<file path="config.mk">
export PLATFORM = sky130hd
export DESIGN_NAME = hkrt_update
export DESIGN_NICKNAME = d
export VERILOG_FILES = /design/src/design/hall_key_rapid_trigger_defines.svh /design/src/design/hkrt_pkg.sv /design/src/design/hkrt_update.sv
export SDC_FILE = /design/constraint.sdc
export NUM_CORES = 1
export LEC_CHECK = 0
export ABC_CLOCK_PERIOD_IN_PS = 13700
export BUFFER_PORTS_ARGS = -buffer_cell sky130_fd_sc_hd__buf_4
export CORE_UTILIZATION = 45
export DETAILED_ROUTE_END_ITERATION = 6
export MAX_ROUTING_LAYER = met4
export PLACE_DENSITY = 0.81
export SLEW_MARGIN = 40
export SYNTH_ARGS = -nofsm -noshare
export SYNTH_HDL_FRONTEND = slang
export SYNTH_SLANG_ARGS = --single-unit
</file>
<file path="constraint.sdc">
create_clock -name vclk -period 13.7
set_input_delay 0.685 -clock vclk [all_inputs]
set_output_delay 0.685 -clock vclk [all_outputs]
set_load 0.005 [all_outputs]
</file>
<file path="src/design/hall_key_rapid_trigger_defines.svh">
// Assertion macros used by the key tracker's top module.
`ifndef HALL_KEY_RAPID_TRIGGER_DEFINES_SVH
`define HALL_KEY_RAPID_TRIGGER_DEFINES_SVH

// Same-cycle implication, disabled while reset is asserted.
`define HKRT_ASSERT_IMP(lbl, ck, rn, ante, cons, msg) \
    lbl: assert property (@(posedge ck) disable iff (!rn) (ante) |-> (cons)) \
        else $error(msg);

// Next-cycle implication, disabled while reset is asserted.
`define HKRT_ASSERT_NXT(lbl, ck, rn, ante, cons, msg) \
    lbl: assert property (@(posedge ck) disable iff (!rn) (ante) |=> (cons)) \
        else $error(msg);

`endif

</file>
<file path="src/design/hkrt_pkg.sv">
`timescale 1ns / 1ps

package hkrt_pkg;

    localparam int ROWS_DEF = 8;
    localparam int KEYS_DEF = 16;

    localparam int ACTION_W = 2;
    localparam int ROW_W    = 3;
    localparam int COL_W    = 4;
    localparam int SAMPLE_W = 8;
    localparam int CFG_IDX_W = 3;
    localparam int CFG_DAT_W = 8;

    localparam logic [ACTION_W-1:0] ACT_SCAN = 2'd0;
    localparam logic [ACTION_W-1:0] ACT_BASE = 2'd1;
    localparam logic [ACTION_W-1:0] ACT_ACTU = 2'd2;

    localparam logic [CFG_IDX_W-1:0] REG_RAPID_ENABLE = 3'd0;
    localparam logic [CFG_IDX_W-1:0] REG_TRIGGER_DIST = 3'd1;
    localparam logic [CFG_IDX_W-1:0] REG_DIRECTION_RUNS = 3'd2;
    localparam logic [CFG_IDX_W-1:0] REG_IDLE_RUNS = 3'd3;
    localparam logic [CFG_IDX_W-1:0] REG_JUMP_LIMIT = 3'd4;

    localparam logic [SAMPLE_W-1:0] CONNECT_LIMIT = 8'h7F;

    localparam logic       RAPID_ENABLE_RST = 1'b1;
    localparam logic [7:0] TRIGGER_DIST_RST = 8'd10;
    localparam logic [7:0] DIRECTION_RUNS_RST = 8'd2;
    localparam logic [7:0] IDLE_RUNS_RST = 8'd8;
    localparam logic [7:0] JUMP_LIMIT_RST = 8'd20;

    typedef enum logic [1:0] {
        MOT_IDLE    = 2'd0,
        MOT_PRESS   = 2'd1,
        MOT_RELEASE = 2'd2
    } motion_t;

    typedef struct packed {
        logic       rapid_enable;
        logic [7:0] trigger_distance;
        logic [7:0] direction_runs;
        logic [7:0] idle_runs;
        logic [7:0] jump_limit;
    } cfg_t;

    // All-zero is the reset value of every key's entry.
    typedef struct packed {
        logic [7:0] prev_sample;
        logic [7:0] baseline;
        logic [7:0] actuation_point;
        logic [7:0] peak;
        logic [7:0] trough;
        logic [7:0] peak_candidate;
        logic [7:0] trough_candidate;
        logic [7:0] idle_count;
        logic [7:0] press_count;
        logic [7:0] release_count;
        motion_t    motion_state;
        logic       key_down;
    } key_state_t;

endpackage

</file>
<file path="src/design/hkrt_update.sv">
`timescale 1ns / 1ps

// Next state of one key for one item, and its connected flag.
module hkrt_update (
    input  hkrt_pkg::key_state_t           cur,
    input  hkrt_pkg::cfg_t                 cfg,
    input  logic [hkrt_pkg::ACTION_W-1:0]  action,
    input  logic [hkrt_pkg::SAMPLE_W-1:0]  sample,
    output hkrt_pkg::key_state_t           nxt,
    output logic                           connected
);

    logic signed [9:0] now_s;
    logic signed [9:0] old_s;
    logic signed [9:0] td_s;
    logic signed [9:0] jl_s;
    logic signed [9:0] base_s;
    logic signed [9:0] act_s;
    logic signed [9:0] peak_s;
    logic signed [9:0] trough_s;
    logic [7:0]        idle_inc;
    logic [7:0]        press_inc;
    logic [7:0]        rel_inc;
    logic [7:0]        pcand;
    logic [7:0]        tcand;

    assign now_s    = {2'b00, sample};
    assign old_s    = {2'b00, cur.prev_sample};
    assign td_s     = {2'b00, cfg.trigger_distance};
    assign jl_s     = {2'b00, cfg.jump_limit};
    assign base_s   = {2'b00, cur.baseline};
    assign act_s    = {2'b00, cur.actuation_point};
    assign idle_inc = cur.idle_count + 8'd1;
    assign press_inc = cur.press_count + 8'd1;
    assign rel_inc  = cur.release_count + 8'd1;
    assign pcand    = (cur.press_count == 8'd0) ? cur.prev_sample : cur.peak_candidate;
    assign tcand    = (cur.release_count == 8'd0) ? cur.prev_sample : cur.trough_candidate;

    always_comb
    begin
        nxt       = cur;
        connected = 1'b1;
        peak_s    = {2'b00, cur.peak};
        trough_s  = {2'b00, cur.trough};
        unique case (action)
            hkrt_pkg::ACT_SCAN:
            begin
                nxt.prev_sample = sample;
                if (sample > hkrt_pkg::CONNECT_LIMIT)
                begin
                    connected = 1'b0;
                end
                else if (!cfg.rapid_enable)
                begin
                    nxt.key_down = ((base_s - now_s) >= act_s);
                end
                else if (sample == cur.prev_sample)
                begin
                    nxt.idle_count = idle_inc;
                    if (cur.motion_state != hkrt_pkg::MOT_IDLE &&
                        idle_inc >= cfg.idle_runs)
                    begin
                        nxt.idle_count   = 8'd0;
                        nxt.motion_state = hkrt_pkg::MOT_IDLE;
                        nxt.peak         = sample;
                        nxt.trough       = sample;
                    end
                end
                else if (sample < cur.prev_sample)
                begin
                    nxt.idle_count     = 8'd0;
                    nxt.peak_candidate = pcand;
                    nxt.press_count    = press_inc;
                    if (cur.motion_state != hkrt_pkg::MOT_PRESS &&
                        (press_inc >= cfg.direction_runs || (old_s - now_s) > jl_s))
                    begin
                        nxt.release_count = 8'd0;
                        nxt.motion_state  = hkrt_pkg::MOT_PRESS;
                        nxt.peak          = pcand;
                        peak_s            = {2'b00, pcand};
                    end
                    if ((peak_s - now_s) >= td_s)
                    begin
                        nxt.key_down = 1'b1;
                    end
                end
                else
                begin
                    nxt.idle_count       = 8'd0;
                    nxt.trough_candidate = tcand;
                    nxt.release_count    = rel_inc;
                    if (cur.motion_state != hkrt_pkg::MOT_RELEASE &&
                        (rel_inc >= cfg.direction_runs || (now_s - old_s) > jl_s))
                    begin
                        nxt.press_count  = 8'd0;
                        nxt.motion_state = hkrt_pkg::MOT_RELEASE;
                        nxt.trough       = tcand;
                        trough_s         = {2'b00, tcand};
                    end
                    if ((now_s - trough_s) >= td_s || now_s >= (base_s - td_s))
                    begin
                        nxt.key_down = 1'b0;
                    end
                end
            end
            hkrt_pkg::ACT_BASE:
            begin
                nxt.baseline = sample;
            end
            hkrt_pkg::ACT_ACTU:
            begin
                nxt.actuation_point = sample;
            end
            default:
            begin
                nxt = cur;
            end
        endcase
    end

endmodule

</file>
==> results of run 1 <==
## logic make-up (layout without fill, tap and decap cells)
family,Yosys count,after routing
buffers and inverters,111,299
adder cells (fa/ha/maj),127,127
AND/OR/NAND/NOR,254,254
multiplexers,15,15
AO/OA/AOI/OAI,260,260
XOR/XNOR,52,52
## critical path: cells and delay by family
family,cells,cell delay (ns)
adder cells (fa/ha/maj),6,1.81
buffers and inverters,5,0.67
XOR/XNOR,2,0.32
AND/OR/NAND/NOR,10,1.40
AO/OA/AOI/OAI,12,2.18
## per-stage QoR
stage,area (um^2),util,instances
floorplan,5733,-,819
global placement,7426,0.6081,1175
detailed placement,7428,0.6083,1175
CTS,7428,0.6083,1175
global route,7433,0.6087,1175
finish,7433,0.6087,1175
## power groups by stage
stage / Sequential [uW] / Combinational [uW] / Clock (uW)
after floorplan: 0 / 247 / 0
after global placement: 0 / 362 / 0
after detailed placement: 0 / 370 / 0
after CTS: 0 / 372 / 0
after global routing: 0 / 418 / 0
final: 0 / 375 / 0
## routing by layer
metal / track usage / share of wire / wire length [um]
met4: 0.08571 / 0.033 / 627
met3: 0.02899 / 0.088 / 1673
met2: 0.4839 / 0.46 / 8717
met1: 0.3589 / 0.42 / 8080
met5: - / 0 / 0
## final timing paths
kind                  start      end  slack (ns)
setup / recovery  sample[0]   nxt[0]        5.97
hold / removal      cur[61]  nxt[61]        1.65
## cells in the final DEF (no fill, tap or decap), types with 6 or more instances in the layout
cell                         n
sky130_fd_sc_hd__xor2_1     23
sky130_fd_sc_hd__nor2_1     48
sky130_fd_sc_hd__a21o_1     28
sky130_fd_sc_hd__fa_1        6
sky130_fd_sc_hd__buf_4     213
sky130_fd_sc_hd__a221oi_2    7
sky130_fd_sc_hd__nor2b_1    16
sky130_fd_sc_hd__inv_1      84
sky130_fd_sc_hd__o21ai_1    11
sky130_fd_sc_hd__a22o_1     13
sky130_fd_sc_hd__nand2_1    98
sky130_fd_sc_hd__nand4_1     9
sky130_fd_sc_hd__xnor2_1    29
sky130_fd_sc_hd__o211ai_1   12
sky130_fd_sc_hd__a21oi_1    54
sky130_fd_sc_hd__nand3_1    16
sky130_fd_sc_hd__and3_1      8
sky130_fd_sc_hd__o21a_1     12
sky130_fd_sc_hd__o21bai_1    6
sky130_fd_sc_hd__nand2b_1   16
sky130_fd_sc_hd__o21ai_0    72
sky130_fd_sc_hd__a211oi_1    7
sky130_fd_sc_hd__mux2_2      8
sky130_fd_sc_hd__ha_1      121
sky130_fd_sc_hd__nor3_1     19
## final cells by class
class / count / area share
Inverter: 86 / 0.04343
Multi-Input combinational cell: 708 / 0.7132
Tap cell: 168 / 0.02828
Timing Repair Buffer: 213 / 0.2151
==> impl_results.rst, run 1 <==
.. list-table::
   :header-rows: 1

   * - Metric
     - Value
   * - Max-slew violations
     - 0
   * - Final ANT Viol Nets
     - 0
   * - Arrival time at the worst endpoint
     - 7.04 ns
   * - PD cells
     - 50.47 nW/um^2
   * - Main combinational cell family by area after synthesis
     - compound AO/OA/AOI/OAI gates
   * - Number of DRC markers after the initial detailed-route iteration
     - 463
   * - Syn Std Cell Area
     - 5733 um^2
   * - Global-route usage over all layers
     - 0.2865
   * - Overflow left after global routing
     - 0
   * - Most area-consuming cells after synthesis
     - sky130_fd_sc_hd__ha_1 26%, sky130_fd_sc_hd__nand2_1 6.4%, sky130_fd_sc_hd__o21ai_0 6.3%, sky130_fd_sc_hd__inv_1 5.5%, sky130_fd_sc_hd__a21oi_1 4.7%
   * - Total via count in the routed design
     - 6,660
   * - Switching fraction of total power
     - 0.5308
   * - Setup bufs post-CTS
     - 0
   * - Fraction of layout cells with a size suffix above 1
     - 0.2552
   * - Remaining routing DRC violations
     - 0
   * - Outcome
     - finished, final reports clean
   * - Adder-cell area share of the yosys netlist
     - 0.2850
   * - Overall routed net length
     - 19.10 mm
   * - Simple-gate share of the synthesized area
     - 0.2154
   * - Cts hold-fix bufs
     - 0
   * - Total of buffers placed on input and output ports
     - 210
   * - Worst-path maximum fanout
     - 18
   * - Unique cell type count in the Yosys netlist
     - 71
   * - Comb power frac
     - 1.000
   * - Final Power
     - 375.2 uW
   * - Post-Syn Area per Cell
     - 7.000 um^2
   * - Final Worst Setup Slack
     - 5.974 ns
   * - Part of the total power dissipated in the clock network
     - 0
   * - Count of final hold-check violations
     - 0
   * - Endpoints failing setup
     - 0
   * - Area taken by multi-input logic gates
     - 5301 um^2
   * - Number of antenna cells inserted
     - 0
   * - Number of global-route vias before repair
     - 6,225
   * - Per-cell via count in the routed design
     - 5.668
   * - Sequential cell area
     - 0 um^2
   * - Critical path data required time
     - 13.02 ns
   * - Core ar.
     - 12,210 um^2
   * - Internal power
     - 176.0 uW
   * - Total of warnings raised by yosys
     - 0
   * - Number of nets in the layout
     - 1,262
   * - Master of the slowest instance on the critical path
     - sky130_fd_sc_hd__fa_1
   * - RePlAce Congestion
     - 0.9477
   * - Wire length of the first global-routing pass
     - 29.66 mm
   * - Worst hold slack
     - 1.655 ns
   * - Critical path launch point type
     - input pin
   * - MaxCap Viol Count
     - 0
   * - Area growth, synth to finish
     - 29.66%
   * - NetSw
     - 199.1 uW
   * - Post-cts gate resize count
     - 0
   * - Max Freq
     - 129.4 MHz
   * - Synth Area in Compound Gates
     - 0.3088
   * - Delay of the slowest critical-path stage
     - 0.41 ns
   * - Sequential fraction of design power
     - 0
   * - FF+latch count
     - 0
   * - Hold depth
     - 4
   * - Maximum number of pins on one net before global-route repair
     - 24
   * - Category of the worst setup path capture point
     - output port
   * - Worst slew pin tran
     - 0.8342 ns
   * - Starting density of the core
     - 0.4695
   * - Portion of netlist area occupied by mux cells
     - 0.03317
   * - Count of TritonRoute iterations in the first routing pass
     - 5
   * - Maximum resistive drop on vdd
     - 0.00002770 V
   * - Unrepaired setup endpoints after global routing
     - no
   * - Worst max-slew margin expressed relative to the limit
     - 0.4408
   * - Number of antenna violations at the first check in global routing
     - 0
   * - Placed wire-length estimate after detailed placement
     - 16.35 mm
   * - Cell taking the most area after synthesis
     - sky130_fd_sc_hd__ha_1
   * - Number of nets in the synthesized netlist
     - 1,072
   * - Detailed-route wire length per cell
     - 16.26 um
   * - Worst Setup Path Type
     - input pin to output port
   * - Area share of the largest cell type after synthesis
     - 0.2641
   * - Cell leakage power
     - 0.003894 uW
   * - Final-layout fill cell count
     - 1,184
   * - Synthesized instance count
     - 819
   * - Post-synthesis share of cell area spent on xor and xnor gates
     - 0.07944
   * - Library cell with the highest instance count after synthesis
     - sky130_fd_sc_hd__ha_1
   * - Share of the yosys chip area belonging to registers
     - 0
   * - # rows
     - 40
   * - I/O pin total
     - 210
   * - Setup TNS after final layout
     - 0 ns
   * - Clock buffers
     - 0
   * - Ranking of synthesized cells by instance count
     - 121 x sky130_fd_sc_hd__ha_1, 98 x sky130_fd_sc_hd__nand2_1, 84 x sky130_fd_sc_hd__inv_1, 72 x sky130_fd_sc_hd__o21ai_0, 54 x sky130_fd_sc_hd__a21oi_1
   * - Die Outline Area
     - 13,200 um^2
   * - Final critical path time including I/O delays and setup
     - 7.726 ns
   * - Die height
     - 114.9 um
   * - Type of the most critical hold path
     - input pin to output port
   * - Die width
     - 114.9 um
   * - Setup slack at placement
     - 6.069 ns
   * - Final period utilization
     - 0.5640
Note: power is estimated with default switching activity, not from simulation.
==> run 2, diff against run 1 <==
Settings changed: ABC_AREA from default to 1, ABC_CLOCK_PERIOD_IN_PS 13700 to 6900, PLACE_DENSITY 0.81 to 0.83.
Clock period 13.7 ns to 6.9 ns, I/O delays scaled along.
==> impl_results.rst, run 2 <==
.. list-table::
   :header-rows: 1

   * - Metric
     - Value
   * - Max-slew violations
     - 0
   * - Share of the yosys chip area belonging to registers
     - 0
   * - Placed wire-length estimate after detailed placement
     - 18.74 mm
   * - Count of final hold-check violations
     - 0
   * - Final Worst Setup Slack
     - 0.5405 ns
   * - Final critical path time including I/O delays and setup
     - 6.360 ns
   * - Outcome
     - finished, final reports clean
   * - Syn Std Cell Area
     - 6010 um^2
   * - Total via count in the routed design
     - 7,409
   * - Final ANT Viol Nets
     - 0
   * - Final period utilization
     - 0.9217
   * - Number of nets in the synthesized netlist
     - 1,245
   * - Top library cells by usage in the layout, fill and taps aside
     - 214 x sky130_fd_sc_hd__buf_4, 190 x sky130_fd_sc_hd__inv_1, 183 x sky130_fd_sc_hd__nand2_1
   * - Core ar.
     - 12,820 um^2
   * - Die width
     - 117.6 um
   * - Most frequent standard cell in the layout excluding fill and tap cells
     - sky130_fd_sc_hd__buf_4
   * - Overall routed net length
     - 21.67 mm
   * - Area growth, synth to finish
     - 27.98%
   * - Number of nets in the layout
     - 1,434
   * - Worst slew pin tran
     - 0.8005 ns
   * - FF+latch count
     - 0
   * - MaxCap Viol Count
     - 0
   * - Top cell by count, worst path
     - sky130_fd_sc_hd__o21ai_0
   * - Per-cell via count in the routed design
     - 5.484
   * - Setup TNS after final layout
     - 0 ns
   * - Remaining routing DRC violations
     - 0
   * - Number of DRC markers after the initial detailed-route iteration
     - 731
   * - Most area-consuming cells after synthesis
     - sky130_fd_sc_hd__ha_1 25%, sky130_fd_sc_hd__inv_1 12%, sky130_fd_sc_hd__nand2_1 11%, sky130_fd_sc_hd__o21ai_0 7.2%, sky130_fd_sc_hd__a21oi_1 6.5%
   * - Critical path launch point type
     - input pin
   * - Sequential cell area
     - 0 um^2
   * - Type of the most critical hold path
     - input pin to output port
   * - Number of antenna cells inserted
     - 0
   * - Final-layout fill cell count
     - 1,299
   * - Worst max-slew margin expressed relative to the limit
     - 0.4663
   * - Cell leakage power
     - 0.004328 uW
   * - Worst Hold Launch
     - cur[42]
   * - Cell taking the most area after synthesis
     - sky130_fd_sc_hd__ha_1
   * - Unrepaired setup endpoints after global routing
     - no
   * - Area share of the largest cell type after synthesis
     - 0.2519
   * - Overflow left after global routing
     - 0
   * - Max Freq
     - 157.2 MHz
   * - Total of buffers placed on input and output ports
     - 210
   * - Arrival time at the worst endpoint
     - 6.01 ns
   * - Worst Setup Path Type
     - input pin to output port
   * - Die Outline Area
     - 13,820 um^2
   * - Endpoints failing setup
     - 0
   * - Setup slack at placement
     - 0.3854 ns
   * - Library cell with the highest instance count after synthesis
     - sky130_fd_sc_hd__inv_1
   * - Ranking of synthesized cells by instance count
     - 190 x sky130_fd_sc_hd__inv_1, 183 x sky130_fd_sc_hd__nand2_1, 121 x sky130_fd_sc_hd__ha_1, 87 x sky130_fd_sc_hd__o21ai_0, 78 x sky130_fd_sc_hd__a21oi_1
   * - Critical path data required time
     - 6.55 ns
   * - Crit path from
     - cur[75]
   * - Worst-path maximum fanout
     - 15
   * - I/O pin total
     - 210
   * - Master of the slowest instance on the critical path
     - sky130_fd_sc_hd__fa_1
   * - Global-route usage over all layers
     - 0.3155
   * - Count of TritonRoute iterations in the first routing pass
     - 6
   * - Die height
     - 117.6 um
   * - Clock buffers
     - 0
   * - Number of global-route vias before repair
     - 6,912
   * - Unique cell type count in the Yosys netlist
     - 53
   * - Synthesized instance count
     - 992
   * - Wire length of the first global-routing pass
     - 34.70 mm
   * - Number of antenna violations at the first check in global routing
     - 0
   * - Post-Syn Area per Cell
     - 6.058 um^2
   * - Fraction of layout cells with a size suffix above 1
     - 0.2222
   * - Cts hold-fix bufs
     - 0
   * - RePlAce Congestion
     - 1.000
   * - Category of the worst setup path capture point
     - output port
   * - Total of warnings raised by yosys
     - 0
   * - # rows
     - 41
   * - PD cells
     - 101.7 nW/um^2
   * - Maximum resistive drop on vdd
     - 0.00003672 V
   * - Detailed-route wire length per cell
     - 16.04 um
   * - Starting density of the core
     - 0.4686
   * - Maximum number of pins on one net before global-route repair
     - 23
   * - Delay of the slowest critical-path stage
     - 0.40 ns
   * - Capture point of the worst path
     - nxt[0]
[run 2: cell count changes after synthesis, moves of 17 or more]
cell	delta
sky130_fd_sc_hd__a21oi_1	+24
sky130_fd_sc_hd__a21o_1	-26
sky130_fd_sc_hd__nand3_1	+27
sky130_fd_sc_hd__xor2_1	+17
sky130_fd_sc_hd__nand2_1	+85
sky130_fd_sc_hd__xnor2_1	-17
sky130_fd_sc_hd__inv_1	+106
[run 2: routing by layer]
metal / up-vias / routed length, um / GRT usage
met5: - / 0 / -
met4: 0 / 862 / 0.1018
met3: 59 / 1843 / 0.02374
met2: 386 / 9764 / 0.5274
met1: 3299 / 9195 / 0.4024
li1: 3665 / - / -
[run 2: layout make-up]
cell class | instances | area, um^2 | area share
inverter | 204 | 767.0 | 0.09972
tap | 172 | 215.2 | 0.02798
timing repair buffer | 214 | 1607 | 0.2089
multi-input combinational | 761 | 5102 | 0.6634
[run 2: worst max-delay path: cells and delay by family]
family | cells | cell delay (ns)
buffers and inverters | 5 | 0.45
AO/OA/AOI/OAI | 15 | 2.64
AND/OR/NAND/NOR | 6 | 0.46
XOR/XNOR | 2 | 0.33
adder cells (fa/ha/maj) | 6 | 1.79
[run 2: repair_timing]
item                       4_1_cts  5_1_grt
setup endpoints to repair        0        1
buffers inserted                 0        0
gates resized for setup          0        1
hold endpoints to repair         0        0
[run 2: metrics by stage]
step	area [um^2]	cells	hold slack [ns]	power, uW	util
global route	7691	1351	0.9955	881.8	0.5997
detailed placement	7685	1351	0.9767	769.3	0.5992
finish	7691	1351	0.9744	782.3	0.5997
floorplan	6010	992	0.7439	512.5	-
global placement	7685	1351	0.9780	755.8	0.5992
CTS	7685	1351	0.9769	773.6	0.5992
[run 2: worst min path at each step]
| stage | slack [ns] | to | depth (start not counted) |
|---|---|---|---|
| 3_3_place_gp | 0.98 | nxt[61] | 4 |
| 2_1_floorplan | 0.74 | connected | 1 |
| 3_5_place_dp | 0.98 | nxt[42] | 4 |
| 4_1_cts | 0.98 | nxt[42] | 4 |
| 5_1_grt | 1.0 | nxt[42] | 4 |
| 6_report | 0.97 | nxt[42] | 4 |
[run 2: logic make-up (layout without fill, tap and decap cells)]
kind of cell / count (synthesis) / count (layout) / synth area share
AO/OA/AOI/OAI: 255 / 255 / 0.2490
adder cells (fa/ha/maj): 127 / 127 / 0.2719
XOR/XNOR: 52 / 52 / 0.07579
buffers and inverters: 231 / 418 / 0.1520
AND/OR/NAND/NOR: 327 / 327 / 0.2513
[run 2: power by group]
part           internal [uW]  total [uW]  switching (uW)
Clock                      0           0               0
Sequential                 0           0               0
Combinational            340         782             442
Total                    340         782             442
==> run 3, diff against run 2 <==
Settings changed: ABC_CLOCK_PERIOD_IN_PS 6900 to 6240, PLACE_DENSITY 0.83 to 0.8.
Clock period 6.9 ns to 6.24 ns, I/O delays scaled along.
==> impl_results.rst, run 3 (same netlist as run 2, synthesis figures left out) <==
.. list-table::
   :header-rows: 1

   * - Metric
     - Value
   * - Outcome
     - finished, final reports clean
   * - Total via count in the routed design
     - 7,467
   * - Maximum resistive drop on vdd
     - 0.00004234 V
   * - Most frequent standard cell in the layout excluding fill and tap cells
     - sky130_fd_sc_hd__buf_4
   * - Cell area after placement
     - 7767 um^2
   * - Delay of the slowest critical-path stage
     - 0.40 ns
   * - Final ANT Viol Nets
     - 0
   * - Crit path from
     - sample[0]
   * - Placed wire-length estimate after detailed placement
     - 18.85 mm
   * - Overflow left after global routing
     - 0
   * - Sequential cell area
     - 0 um^2
   * - I/O pin total
     - 210
   * - Worst slew pin tran
     - 0.8140 ns
   * - Clock buffers
     - 0
   * - Worst-path maximum fanout
     - 11
   * - Post-Layout Cell Count
     - 1,365
   * - Max-slew violations
     - 0
   * - Final design instance area without fill
     - 7925 um^2
   * - Number of antenna cells inserted
     - 0
   * - Core ar.
     - 12,820 um^2
   * - Core utilization of the finished layout
     - 0.6180
   * - Die Outline Area
     - 13,820 um^2
   * - Cell leakage power
     - 0.004403 uW
   * - Top cell by count, worst path
     - sky130_fd_sc_hd__nand2_1
   * - Fraction of layout cells with a size suffix above 1
     - 0.2523
   * - Per-cell via count in the routed design
     - 5.470
   * - PD cells
     - 116.2 nW/um^2
   * - Critical path launch point type
     - input pin
   * - FF+latch count
     - 0
   * - Final critical path time including I/O delays and setup
     - 5.859 ns
   * - Arrival time at the worst endpoint
     - 5.55 ns
   * - Maximum number of pins on one net before global-route repair
     - 23
   * - Master of the slowest instance on the critical path
     - sky130_fd_sc_hd__fa_1
   * - # rows
     - 41
   * - Number of cells after detailed placement
     - 1,362
   * - Type of the most critical hold path
     - input pin to output port
   * - MaxCap Viol Count
     - 0
   * - Top library cells by usage in the layout, fill and taps aside
     - 227 x sky130_fd_sc_hd__buf_4, 188 x sky130_fd_sc_hd__inv_1, 182 x sky130_fd_sc_hd__nand2_1
   * - Worst Setup Path Type
     - input pin to output port
   * - Total of buffers placed on input and output ports
     - 210
   * - Worst max-slew margin expressed relative to the limit
     - 0.4573
   * - Overall routed net length
     - 22.07 mm
   * - Worst hold slack
     - 0.9116 ns
   * - Final-layout fill cell count
     - 1,279
   * - Endpoints failing setup
     - 0
   * - Number of global-route vias before repair
     - 6,959
   * - Count of final hold-check violations
     - 0
   * - Global-route usage over all layers
     - 0.3180
   * - Capture point of the worst path
     - nxt[0]
   * - Final period utilization
     - 0.9389
   * - Cts hold-fix bufs
     - 0
   * - Starting density of the core
     - 0.4686
   * - Count of TritonRoute iterations in the first routing pass
     - 5
   * - Max Freq
     - 170.7 MHz
   * - Die height
     - 117.6 um
   * - Critical path data required time
     - 5.93 ns
   * - Detailed-route wire length per cell
     - 16.17 um
   * - Number of DRC markers after the initial detailed-route iteration
     - 568
   * - Wire length of the first global-routing pass
     - 34.87 mm
   * - Remaining routing DRC violations
     - 0
   * - Die width
     - 117.6 um
   * - RePlAce Congestion
     - 1.022
   * - Category of the worst setup path capture point
     - output port
   * - Number of antenna violations at the first check in global routing
     - 0
   * - Number of nets in the layout
     - 1,448
   * - Area growth, synth to finish
     - 31.88%
[run 3: metrics by stage]
stage / total power (uW) / setup WS, ns / setup TNS (ns)
floorplan: 566.7 / 0.8033 / 0
global placement: 846.4 / 0.1443 / 0
detailed placement: 863.8 / 0.05464 / 0
CTS: 869.3 / 0.03950 / 0
global route: 1032 / -0.01933 / -0.01933
finish: 920.5 / 0.3813 / 0
[run 3: repair_timing]
action	CTS	global route
resized for setup	0	36
endpoints found under the setup margin	0	1
buffers inserted	0	3
[run 3: cell type report]
type | count | area [um^2] | share of cell area
inverters | 204 | 767.0 | 0.09678
multi-input cells | 761 | 5228 | 0.6596
well taps | 172 | 215.2 | 0.02715
repair buffers | 228 | 1715 | 0.2165
[run 3: metal layers]
metal	GRT usage	vias to the layer above	wire length, um
met3	0.03246	51	1849
met2	0.5255	392	9983
met1	0.4015	3323	9402
met5	-	-	0
li1	-	3701	-
met4	0.1122	0	834
[run 3: worst min path at each step]
stage	from	end	slack, ns	cells past startpoint
4_1_cts	cur[61]	nxt[61]	0.91	4
6_report	cur[41]	nxt[41]	0.91	4
2_1_floorplan	sample[7]	connected	0.68	1
3_5_place_dp	cur[61]	nxt[61]	0.91	4
3_3_place_gp	cur[61]	nxt[61]	0.91	4
5_1_grt	cur[42]	nxt[42]	0.93	4
[run 3: worst max-delay path: cells and delay by family]
| family | cells | cell delay, ns |
|---|---|---|
| adder cells (fa/ha/maj) | 5 | 1.44 |
| AO/OA/AOI/OAI | 9 | 1.11 |
| buffers and inverters | 8 | 0.84 |
| AND/OR/NAND/NOR | 18 | 1.64 |
| XOR/XNOR | 2 | 0.19 |
[run 3: power by group]
part / internal [uW] / leakage, uW / switching, uW / total (uW)
Sequential: 0 / 0 / 0 / 0
Combinational: 410 / 0.00440 / 510 / 921
Clock: 0 / 0 / 0 / 0
